`src/rtl/core/itp_pkg.sv`:
```
package itp_pkg;

  localparam logic [7:0] CH_OPEN  = 8'h28;
  localparam logic [7:0] CH_CLOSE = 8'h29;
  localparam logic [7:0] CH_MUL   = 8'h2A;
  localparam logic [7:0] CH_PLUS  = 8'h2B;
  localparam logic [7:0] CH_MINUS = 8'h2D;
  localparam logic [7:0] CH_DIV   = 8'h2F;

  localparam int QUEUE_DEPTH = 2;

  typedef enum logic [1:0] {
    K_PASS,
    K_OPEN,
    K_CLOSE,
    K_OP
  } kind_t;

  typedef enum logic [2:0] {
    C_OPEN  = 3'd0,
    C_PLUS  = 3'd1,
    C_MINUS = 3'd2,
    C_MUL   = 3'd3,
    C_DIV   = 3'd4
  } code_t;

  typedef struct packed {
    kind_t       kind;
    code_t       code;
    logic [7:0]  sym;
    logic        eoe;
  } cmd_t;

  typedef enum logic [2:0] {
    ST_IDLE,
    ST_EXEC,
    ST_READ,
    ST_CHECK,
    ST_FINISH
  } st_t;

  function automatic logic [7:0] code_char(input code_t code);
    logic [7:0] ch;
    case (code)
      C_OPEN:  ch = CH_OPEN;
      C_PLUS:  ch = CH_PLUS;
      C_MINUS: ch = CH_MINUS;
      C_MUL:   ch = CH_MUL;
      C_DIV:   ch = CH_DIV;
      default: ch = 8'h00;
    endcase
    return ch;
  endfunction

  function automatic logic [1:0] code_prec(input code_t code);
    logic [1:0] p;
    case (code)
      C_PLUS, C_MINUS: p = 2'd1;
      C_MUL, C_DIV:    p = 2'd2;
      default:         p = 2'd0;
    endcase
    return p;
  endfunction

endpackage

```
`src/rtl/core/itp_front.sv`:
```
module itp_front (
  input  logic           item_valid,
  output logic           item_ready,
  input  logic [7:0]     symbol,
  input  logic           end_of_expr,
  output logic           wr_valid,
  input  logic           wr_ready,
  output itp_pkg::cmd_t  wr_cmd
);
  import itp_pkg::*;

  assign wr_valid   = item_valid;
  assign item_ready = wr_ready;

  always_comb begin
    wr_cmd.kind = K_PASS;
    wr_cmd.code = C_OPEN;
    wr_cmd.sym  = symbol;
    wr_cmd.eoe  = end_of_expr;
    case (symbol)
      CH_OPEN: begin
        wr_cmd.kind = K_OPEN;
      end
      CH_CLOSE: begin
        wr_cmd.kind = K_CLOSE;
      end
      CH_PLUS: begin
        wr_cmd.kind = K_OP;
        wr_cmd.code = C_PLUS;
      end
      CH_MINUS: begin
        wr_cmd.kind = K_OP;
        wr_cmd.code = C_MINUS;
      end
      CH_MUL: begin
        wr_cmd.kind = K_OP;
        wr_cmd.code = C_MUL;
      end
      CH_DIV: begin
        wr_cmd.kind = K_OP;
        wr_cmd.code = C_DIV;
      end
      default: begin
        wr_cmd.kind = K_PASS;
      end
    endcase
  end

endmodule

```
`src/rtl/core/itp_queue.sv`:
```
module itp_queue (
  input  logic           clk,
  input  logic           rst,
  input  logic           wr_valid,
  output logic           wr_ready,
  input  itp_pkg::cmd_t  wr_cmd,
  output logic           rd_valid,
  input  logic           rd_ready,
  output itp_pkg::cmd_t  rd_cmd
);
  import itp_pkg::*;

  localparam int PW = $clog2(QUEUE_DEPTH);
  localparam int FW = $clog2(QUEUE_DEPTH + 1);

  cmd_t          entries [QUEUE_DEPTH];
  logic [PW-1:0] wr_ptr;
  logic [PW-1:0] rd_ptr;
  logic [FW-1:0] fill;
  logic          do_wr;
  logic          do_rd;

  assign wr_ready = (fill != FW'(QUEUE_DEPTH));
  assign rd_valid = (fill != '0);
  assign rd_cmd   = entries[rd_ptr];
  assign do_wr    = wr_valid && wr_ready;
  assign do_rd    = rd_valid && rd_ready;

  always_ff @(posedge clk) begin
    if (rst) begin
      wr_ptr <= '0;
      rd_ptr <= '0;
      fill   <= '0;
    end else begin
      if (do_wr) begin
        wr_ptr <= (wr_ptr == PW'(QUEUE_DEPTH - 1)) ? '0 : wr_ptr + PW'(1);
      end
      if (do_rd) begin
        rd_ptr <= (rd_ptr == PW'(QUEUE_DEPTH - 1)) ? '0 : rd_ptr + PW'(1);
      end
      if (do_wr && !do_rd) begin
        fill <= fill + FW'(1);
      end else if (do_rd && !do_wr) begin
        fill <= fill - FW'(1);
      end
    end
  end

  always_ff @(posedge clk) begin
    if (do_wr) begin
      entries[wr_ptr] <= wr_cmd;
    end
  end

endmodule

```
`src/rtl/core/itp_back.sv`:
```
module itp_back #(
  parameter int STACK_DEPTH = 16
) (
  input  logic           clk,
  input  logic           rst,
  input  logic           q_valid,
  output logic           q_ready,
  input  itp_pkg::cmd_t  q_cmd,
  output logic           result_valid,
  input  logic           result_ready,
  output logic [7:0]     out_symbol,
  output logic           out_valid,
  output logic           out_last,
  output logic           syntax_error
);
  import itp_pkg::*;

  localparam int CW = $clog2(STACK_DEPTH + 1);
  localparam int AW = $clog2(STACK_DEPTH);

  code_t         mem [STACK_DEPTH];
  code_t         rd_data;
  logic [AW-1:0] rd_addr;
  logic          push_en;
  code_t         push_code;

  st_t           state, state_next;
  cmd_t          cmd, cmd_next;
  logic [CW-1:0] count, count_next;
  logic          err, err_next;
  logic          flush, flush_next;
  logic          hold_valid, hold_valid_next;
  logic [7:0]    hold_sym, hold_sym_next;
  logic          o_valid, o_valid_next;
  logic [7:0]    o_sym, o_sym_next;
  logic          o_sval, o_sval_next;
  logic          o_last, o_last_next;
  logic          o_err, o_err_next;

  logic          out_free;
  logic          emit_ok;
  logic          emit_req;
  logic [7:0]    emit_sym;
  logic          do_push;
  logic          item_done;
  logic          take;
  logic [7:0]    top_char;

  assign rd_addr      = AW'(count - CW'(1));
  assign top_char     = code_char(rd_data);
  assign out_free     = !o_valid || result_ready;
  assign emit_ok      = cmd.eoe ? (!hold_valid || out_free) : out_free;

  assign result_valid = o_valid;
  assign out_symbol   = o_sym;
  assign out_valid    = o_sval;
  assign out_last     = o_last;
  assign syntax_error = o_err;

  always_ff @(posedge clk) begin
    if (push_en) begin
      mem[AW'(count)] <= push_code;
    end
    rd_data <= mem[rd_addr];
  end

  always_comb begin
    state_next      = state;
    cmd_next        = cmd;
    count_next      = count;
    err_next        = err;
    flush_next      = flush;
    hold_valid_next = hold_valid;
    hold_sym_next   = hold_sym;
    o_valid_next    = o_valid;
    o_sym_next      = o_sym;
    o_sval_next     = o_sval;
    o_last_next     = o_last;
    o_err_next      = o_err;
    push_en         = 1'b0;
    push_code       = cmd.code;
    q_ready         = 1'b0;
    emit_req        = 1'b0;
    emit_sym        = top_char;
    do_push         = 1'b0;
    item_done       = 1'b0;
    take            = 1'b0;

    if (o_valid && result_ready) begin
      o_valid_next = 1'b0;
    end

    case (state)
      ST_IDLE: begin
        take = 1'b1;
      end
      ST_EXEC: begin
        case (cmd.kind)
          K_PASS: begin
            if (emit_ok) begin
              emit_req  = 1'b1;
              emit_sym  = cmd.sym;
              item_done = 1'b1;
            end
          end
          K_OPEN: begin
            push_code = C_OPEN;
            do_push   = 1'b1;
            item_done = 1'b1;
          end
          K_OP: begin
            if (count != '0) begin
              state_next = ST_READ;
            end else begin
              do_push   = 1'b1;
              item_done = 1'b1;
            end
          end
          K_CLOSE: begin
            if (count != '0) begin
              state_next = ST_READ;
            end else begin
              err_next  = 1'b1;
              item_done = 1'b1;
            end
          end
          default: begin
            item_done = 1'b1;
          end
        endcase
      end
      ST_READ: begin
        state_next = ST_CHECK;
      end
      ST_CHECK: begin
        if (flush) begin
          if (emit_ok) begin
            emit_req   = 1'b1;
            count_next = count - CW'(1);
            state_next = (count == CW'(1)) ? ST_FINISH : ST_READ;
          end
        end else if (cmd.kind == K_CLOSE) begin
          if (rd_data == C_OPEN) begin
            count_next = count - CW'(1);
            item_done  = 1'b1;
          end else if (emit_ok) begin
            emit_req   = 1'b1;
            count_next = count - CW'(1);
            state_next = ST_EXEC;
          end
        end else begin
          if (code_prec(cmd.code) <= code_prec(rd_data)) begin
            if (emit_ok) begin
              emit_req   = 1'b1;
              count_next = count - CW'(1);
              state_next = ST_EXEC;
            end
          end else begin
            do_push   = 1'b1;
            item_done = 1'b1;
          end
        end
      end
      ST_FINISH: begin
        if (out_free) begin
          o_valid_next    = 1'b1;
          o_sym_next      = hold_valid ? hold_sym : 8'h00;
          o_sval_next     = hold_valid;
          o_last_next     = 1'b1;
          o_err_next      = err;
          hold_valid_next = 1'b0;
          err_next        = 1'b0;
          count_next      = '0;
          take            = 1'b1;
        end
      end
      default: begin
        state_next = ST_IDLE;
      end
    endcase

    if (do_push) begin
      if (count == CW'(STACK_DEPTH)) begin
        err_next = 1'b1;
      end else begin
        push_en    = 1'b1;
        count_next = count + CW'(1);
      end
    end

    if (emit_req) begin
      if (cmd.eoe) begin
        if (hold_valid) begin
          o_valid_next = 1'b1;
          o_sym_next   = hold_sym;
          o_sval_next  = 1'b1;
          o_last_next  = 1'b0;
          o_err_next   = 1'b0;
        end
        hold_valid_next = 1'b1;
        hold_sym_next   = emit_sym;
      end else begin
        o_valid_next = 1'b1;
        o_sym_next   = emit_sym;
        o_sval_next  = 1'b1;
        o_last_next  = 1'b0;
        o_err_next   = 1'b0;
      end
    end

    if (item_done) begin
      if (cmd.eoe) begin
        if (count_next != '0) begin
          flush_next = 1'b1;
          state_next = ST_READ;
        end else begin
          state_next = ST_FINISH;
        end
      end else begin
        take = 1'b1;
      end
    end

    if (take) begin
      q_ready = 1'b1;
      if (q_valid) begin
        cmd_next   = q_cmd;
        flush_next = 1'b0;
        state_next = ST_EXEC;
      end else begin
        state_next = ST_IDLE;
      end
    end
  end

  always_ff @(posedge clk) begin
    if (rst) begin
      state      <= ST_IDLE;
      count      <= '0;
      err        <= 1'b0;
      flush      <= 1'b0;
      hold_valid <= 1'b0;
      o_valid    <= 1'b0;
    end else begin
      state      <= state_next;
      count      <= count_next;
      err        <= err_next;
      flush      <= flush_next;
      hold_valid <= hold_valid_next;
      o_valid    <= o_valid_next;
    end
  end

  always_ff @(posedge clk) begin
    cmd      <= cmd_next;
    hold_sym <= hold_sym_next;
    o_sym    <= o_sym_next;
    o_sval   <= o_sval_next;
    o_last   <= o_last_next;
    o_err    <= o_err_next;
  end

endmodule

```
`src/rtl/core/infix_to_postfix_converter.sv`:
```
// infix to postfix converter (shunting-yard)
// input channel: item_valid/item_ready with symbol and end_of_expr, one
// character per item; end_of_expr marks the last character of an expression
// output channel: result_valid/result_ready with out_symbol, out_valid,
// out_last and syntax_error; out_last marks the final result of an
// expression, which carries the error flag, and an end that neither pops
// nor passes a character gives one result with out_valid low
// a two-entry queue sits between the classifier and the stack engine, so
// characters keep being taken while the engine works or the receiver stalls
// engine steps: a pass-through, a '(' or an operator on an empty stack is
// handled in the exec state; an operator or ')' passes read and check for
// each stack entry it compares, back to exec after each pop; an end item
// then flushes the stack through read and check and marks the last result
// in the finish state; an idle engine picks up an item from the idle state
// a pass-through that is not an end goes through the queue and cmd register
// when the receiver stalls the engine stops at the first symbol it must
// output and the queue fills; item_ready drops once the queue is full
// reset empties the queue, the stack and the output register and clears the
// error flag
module infix_to_postfix_converter #(
  parameter int STACK_DEPTH = 16
) (
  input  logic       clk,
  input  logic       rst,
  input  logic       item_valid,
  output logic       item_ready,
  input  logic [7:0] symbol,
  input  logic       end_of_expr,
  output logic       result_valid,
  input  logic       result_ready,
  output logic [7:0] out_symbol,
  output logic       out_valid,
  output logic       out_last,
  output logic       syntax_error
);
  import itp_pkg::*;

  logic wr_valid;
  logic wr_ready;
  cmd_t wr_cmd;
  logic q_valid;
  logic q_ready;
  cmd_t q_cmd;

  itp_front u_front (
    .item_valid  (item_valid),
    .item_ready  (item_ready),
    .symbol      (symbol),
    .end_of_expr (end_of_expr),
    .wr_valid    (wr_valid),
    .wr_ready    (wr_ready),
    .wr_cmd      (wr_cmd)
  );

  itp_queue u_queue (
    .clk      (clk),
    .rst      (rst),
    .wr_valid (wr_valid),
    .wr_ready (wr_ready),
    .wr_cmd   (wr_cmd),
    .rd_valid (q_valid),
    .rd_ready (q_ready),
    .rd_cmd   (q_cmd)
  );

  itp_back #(
    .STACK_DEPTH (STACK_DEPTH)
  ) u_back (
    .clk          (clk),
    .rst          (rst),
    .q_valid      (q_valid),
    .q_ready      (q_ready),
    .q_cmd        (q_cmd),
    .result_valid (result_valid),
    .result_ready (result_ready),
    .out_symbol   (out_symbol),
    .out_valid    (out_valid),
    .out_last     (out_last),
    .syntax_error (syntax_error)
  );

  a_empty_only_last: assert property (@(posedge clk) disable iff (rst)
    (result_valid && !out_valid) |-> out_last)
    else $error("empty result not marked last");

  a_error_only_last: assert property (@(posedge clk) disable iff (rst)
    (result_valid && !out_last) |-> !syntax_error)
    else $error("error flag on a result that is not last");

  a_empty_zero: assert property (@(posedge clk) disable iff (rst)
    (result_valid && !out_valid) |-> (out_symbol == 8'h00))
    else $error("empty result carries a symbol");

  a_reset_clears: assert property (@(posedge clk)
    rst |=> (!result_valid && !q_valid))
    else $error("reset left a result or queued item");

endmodule
```
`config.mk`:
```
export PLATFORM = sky130hd
export DESIGN_NAME = infix_to_postfix_converter
export DESIGN_NICKNAME = d
export VERILOG_FILES = /design/src/rtl/core/itp_pkg.sv /design/src/rtl/core/itp_front.sv /design/src/rtl/core/itp_queue.sv /design/src/rtl/core/itp_back.sv /design/src/rtl/core/infix_to_postfix_converter.sv
export SDC_FILE = /design/constraint.sdc
export NUM_CORES = 1
export LEC_CHECK = 0
export BUFFER_PORTS_ARGS = -buffer_cell sky130_fd_sc_hd__clkbuf_2
export CORE_MARGIN = 3
export CORE_UTILIZATION = 50
export CTS_CLUSTER_DIAMETER = 120
export CTS_CLUSTER_SIZE = 14
export DETAILED_ROUTE_END_ITERATION = 6
export GPL_TIMING_DRIVEN = 0
export PLACE_DENSITY = 0.78
export SLEW_MARGIN = 40
export SYNTH_ARGS = -nofsm -noshare
export SYNTH_HDL_FRONTEND = slang
export SYNTH_HIERARCHICAL = 1
export SYNTH_SLANG_ARGS = --single-unit
```
`constraint.sdc`:
```
create_clock -name clk -period 4.4 [get_ports clk]
set_input_delay 0.22 -clock clk [delete_from_list [all_inputs] [get_ports clk]]
set_output_delay 0.22 -clock clk [all_outputs]
set_load 0.01 [all_outputs]
```
Yosys cells after proc, flatten, opt, wreduce, memory -nomap -nowiden:

Memory sizes are Yosys's and may differ from the RTL's. A register that Yosys moved wholly into a read port is not among the register bits.
Index checks and enable logic that the tools add are counted.

* register bits: 35
* output and inout bits: 13
* memories kept: 2
* bits in writable memories: 76

Memories
* u_back.mem: words 16, bits a word 3, rd ports 1, clocked after memory_dff 1, write ports 1, RTL line itp_back.sv:21 `code_t mem [STACK_DEPTH];`
* u_queue.entries: words 2, bits a word 14, rd ports 1, clocked after memory_dff 1, write ports 1, RTL line itp_queue.sv:16 `cmd_t entries [QUEUE_DEPTH];`

* add/sub/neg operators: 6
* eq/ne operators: 24
* multiplexer cells: 116
* order comparisons: 1
* reduce and logical (&&, ||, !) cells: 27

Operators by type and width (number)
* $mux W8: 9
* $mux W1: 62
* $eq A8 B6 Y1 const B: 6
* $mux W3: 15
* $mux W5: 8
* $pmux W6 S5: 1
* $pmux W3 S4: 2
* $eq A3 B2 Y1 const B: 6
* $mux W2: 8
* $pmux W1 S2: 6
* $reduce_or A2 Y1: 6
* $pmux W5 S2: 1
* $reduce_bool A5 Y1: 2
* $eq A3 B1 Y1 const B: 3
* $eq A3 B3 Y1 const B: 3
* $pmux W2 S2: 2
* $logic_not A3 Y1: 2
* $pmux W2 S3: 1
* $add A5 B1 Y5 const B: 1
* $eq A5 B1 Y1 const B: 1
* $eq A5 B5 Y1 const B: 1
* $logic_and A1 B1 Y1: 5
* $sub A5 B1 Y5 const B: 1
* $eq A2 B2 Y1 const B: 2
* 13 further kinds: 20

Logic depth before layout (Yosys ltp):

* word-level depth: 19
* depth in mapped cells: 14

Hierarchy:

The synthesis kept the hierarchy.

Modules (own cells, without submodules)
* itp_back: instances 1, cells an instance 397, sequential area each 2622.5 µm², area each 4784.6 µm²
* itp_queue: instances 1, cells an instance 67, sequential area each 940.9 µm², area each 1226.2 µm²
* itp_front: instances 1, cells an instance 24, sequential area each 0.0 µm², area each 178.9 µm²

Worst setup path before layout:

OpenSTA, ideal clock, no wires.

* path kind: reg2reg
* start: register u_back.rd_data[0], read port of u_back.mem
* end: register u_queue.fill[1]
* arrival time: 2.968 ns
* setup time: 0.070 ns
* period minus slack after synthesis: 3.037 ns
* data required time: 4.330 ns
* path slack: 1.363 ns
* cell stages (with the launch flop): 14
* cells stage by stage: dfxtp_1 -> clkbuf_1 -> nor2b_1 -> a22oi_1 -> ha_1 -> nor2b_1 -> o211a_2 -> o21ai_2 -> a21oi_1 -> or2_1 -> o21ai_0 -> ha_1 -> or3_1 -> a21oi_1

* longest elaborated chain between the ends: 17
* elaborated cells on any way between the ends: 25
* those cells by class: 1 x order compare; 4 x eq/ne; 12 x mux; 8 x reduce/logical

Ends and longest elaborated chain
* start: declaration: RTL line itp_back.sv:22 `code_t rd_data;`
* $eq A3 B2 Y1, or another cell as far along: RTL line itp_pkg.sv:57 `case (code)`
* $reduce_or A2 Y1: RTL line itp_pkg.sv:57
* $pmux W2 S2: RTL line itp_pkg.sv:57
* $mux W2: RTL line itp_back.sv:142 `end else if (cmd.kind == K_CLOSE) begin`
* $mux W2: RTL line itp_back.sv:136 `if (flush) begin`
* $mux W2: RTL line itp_back.sv:93 `case (state)`
* $le A2 B2 Y1: RTL line itp_back.sv:152 `if (code_prec(cmd.code) <= code_prec(rd_data)) begin`
* $mux W1: RTL line itp_back.sv:152
* (+2 left out)
* $pmux W1 S2 (*): RTL line itp_back.sv:93
* $mux W1 (*): RTL line itp_back.sv:211 `if (item_done) begin`
* $mux W1 (*): RTL line itp_back.sv:224 `if (take) begin`
* named net q_ready: RTL line infix_to_postfix_converter.sv:42 `logic q_ready;`
* $logic_and A1 B1 Y1 (*): RTL line itp_queue.sv:27 `assign do_rd = rd_valid && rd_ready;`
* $logic_not A1 Y1: RTL line itp_queue.sv:41 `if (do_wr && !do_rd) begin`
* $logic_and A1 B1 Y1: RTL line itp_queue.sv:41
* $mux W2 or $reduce_bool A2 Y1 (tied branches)
* end signal: assignment: RTL line itp_queue.sv:42 `fill <= fill + FW'(1);`
* end signal: assignment: RTL line itp_queue.sv:44 `fill <= fill - FW'(1);`
* end: declaration: RTL line itp_queue.sv:19 `logic [FW-1:0] fill;`

The timed path passes the listed nets; every way through them passes the cells marked *. The select of a mux whose other input is x is not followed.
A chain may end at the register's enable or synchronous reset.

Worst setup path in the final report:

Ends and elaborated chain as after synthesis.

==> impl_metrics.tcl <==
set metrics [dict create \
    outcome "finished clean" \
    clock.fmax_mhz 279 \
    grt_pass1_vias 3894 \
    fin_setup_tns_ps 0 \
    hpwl_um 9380 \
    p_leak_nw 2.44 \
    area_growth_pct 15.3 \
    htreeDepth 4 \
    combPwrFrac 0.331 \
    synthDistinctLibCells 82 \
    skew_ps 9.75 \
    antenna_found_initial 0 \
    grt_max_degree 17 \
    syn_inst 488 \
    arrival_ps 3930 \
    r2r_setup_slack_ps 820 \
    worst_pin_slew_ps 789 \
    seq_power_share 0.375 \
    synth_area_um2 6190 \
    finalHoldViolations 0 \
    root_buffer "clkbuf_16" \
    rsz0062_at_grt "no" \
    path_max_fanout 7 \
    first_pass_iters 5 \
    avgViaCountPerCell 5.84 \
    fp.coreArea_um2 12100 \
    dieWidth_um 117 \
    track_usage 0.199 \
    synth-edff-count 98 \
    drive_gt1_frac 0.244 \
    avgRoutedWirePerCell_um 18.3 \
    p_sw_mw 1.58 \
    setup_violations 0 \
    overflow 0 \
    yosysWarnings 6 \
    yosys_most_used_dff "edfxtp_1" \
    fillerInstances 965 \
    min_period_ps 3580 \
    clockBufferDepth 2 \
    numCtsBuffers 17 \
    synth_seq_area_share 0.576 \
    vias 4158 \
    die_y_um 117 \
    drv_cap 0 \
    switching_share 0.338 \
    clock_latency_ps 420 \
    io_pins 26 \
    initial_core_util 0.513 \
    clkTransAtPathRegs_ps 60 \
    cts_tree "done" \
    clock_sinks 129 \
    die_area_um2 13700 \
    irDropWorstVdd_uv 329 \
    p_per_area_nw_per_um2 654 \
    syn_avg_cell_area_um2 12.7 \
    grt_pass1_wl_um 20400 \
    clockPowerShare 0.293 \
    diodes 0 \
    drc 0 \
    synth-seq-cells 129 \
    cp-start-kind "flip-flop" \
    utilization 0.591 \
    ys_async_sr_fraction 0 \
    drtIter0Drc 436 \
    num-nets-final 552 \
    timing.final.crit_share 0.813 \
    slew_violations 0 \
    place.gp.congestion 0.947 \
    slew_headroom 0.469 \
    syn-num-nets 509 \
    rows 40 \
    cp.required_ps 4750 \
    io_buffers 23 \
    hp-class "input port to flip-flop" \
    postCtsSetupRepairBufs 0 \
    end_kind "flip-flop" \
    critPathKind "flip-flop to flip-flop" \
    ant_nets 0 \
    wl_um 13000 \
    internal_power_mw 3.09 \
]
[what timing repair did]
item / CTS / global route
hold endpoints to repair: 2 / 0
hold buffers: 1 / 0
resized for setup: 0 / 0
[state kept, by name, indices dropped and copies added (netlist names), 2 cells and up, named ones only]
| signal | count |
|---|---|
| u_back/cmd | 14 |
| u_back/count | 5 |
| u_back/hold_sym | 8 |
| u_back/mem | 48 |
| u_back/out_symbol | 8 |
| u_back/rd_data | 3 |
| u_back/state | 3 |
| u_queue/entries | 28 |
| u_queue/fill | 2 |
[power by group through the flow]
stage	combinational, mW	clock, mW	sequential (mW)
4_1_cts	1.52	1.39	1.75
6_report	1.55	1.37	1.75
3_3_place_gp	1.47	0	1.76
2_1_floorplan	1.12	0	1.76
5_1_grt	1.70	1.45	1.77
3_5_place_dp	1.51	0	1.77
[critical path, stage by stage (launching register included)]
cell and delay (ps):
dfxtp_1 330, clkbuf_1 360, nor2_1 160, a22oi_1 260, ha_1 290, nor2b_1 180
o211a_2 310, o21ai_2 240, a21oi_1 130, or2_1 290, o21ai_0 160, ha_1 330
or3_1 350, a21oi_1 130
[cells in the final DEF, fill, tap and decap left out, types with 13 or more instances in the layout]
cell	instances
edfxtp_1	98
nand2_1	33
dfxtp_1	31
o21ai_0	25
clkbuf_2	24
a21oi_1	21
nor2_1	20
nor3_1	20
clkbuf_16	17
mux2_2	16
mux4_2	15
inv_1	13
[kinds of logic after synthesis]
logic type,Yosys count,synth area share
simple gates,144,0.135
flops,129,0.576
compound gates,112,0.126
buf+inv,50,0.0424
mux,35,0.0902
xor+xnor,10,0.0141
fa+ha+maj,8,0.0162
[stage by stage]
stage	instances	cell area, um2	worst slack, ps	total power [mW]	hold slack [ps]
2_1_floorplan	488	6190	1360	2.87	289
3_3_place_gp	679	6520	887	3.23	409
3_5_place_dp	679	6520	844	3.29	415
4_1_cts	712	7110	817	4.67	66.4
5_1_grt	712	7130	564	4.92	72.9
6_report	712	7130	821	4.66	89.3
[final timing paths]
kind | startpoint | endpoint | cells after the start
worst max-delay path | u_back/rd_data[0]$_DFF_P_ | u_queue/fill[1]$_SDFFE_PP0P_ | 13
worst min-delay path | rst | u_queue/fill[1]$_SDFFE_PP0P_ | 2
worst max register to register | u_back/rd_data[0]$_DFF_P_ | u_queue/fill[1]$_SDFFE_PP0P_ | 13
worst min register to register | u_back/out_last$_DFF_P_ | u_back/out_last$_DFF_P_ | 1
[cells in the mapped netlist (all sizes together) (10+ instances only)]
cell type / n / share of area
o21ai: 29 / 0.025
inv: 14 / 0.0085
nand3: 12 / 0.0097
dfxtp: 31 / 0.10
nor2: 22 / 0.016
mux4: 15 / 0.055
a21oi: 21 / 0.017
nand2: 34 / 0.021
buf: 23 / 0.026
and2: 10 / 0.010
mux2: 16 / 0.029
clkbuf: 12 / 0.0073
edfxtp: 98 / 0.48
nor3: 20 / 0.016
[cell type report]
class	count	area (um2)	area share
Buffer	35	208	0.0291
Clock buffer	17	425	0.0596
Clock inverter	15	158	0.0221
Inverter	15	56.3	0.00789
Multi-Input combinational cell	309	2390	0.335
Sequential cell	129	3560	0.499
Tap cell	168	210	0.0295
Timing Repair Buffer	24	125	0.0175
[layer usage]
| layer | GRT usage | share of wire | up-vias |
|---|---|---|---|
| met3 | 0.0607 | 0.067 | 17 |
| met5 | 0 | 0 | - |
| met4 | 0.0642 | 0.014 | 0 |
| li1 | - | - | 1949 |
| met1 | 0.282 | 0.44 | 2038 |
| met2 | 0.296 | 0.48 | 154 |
(Power assumes the default switching activity.)
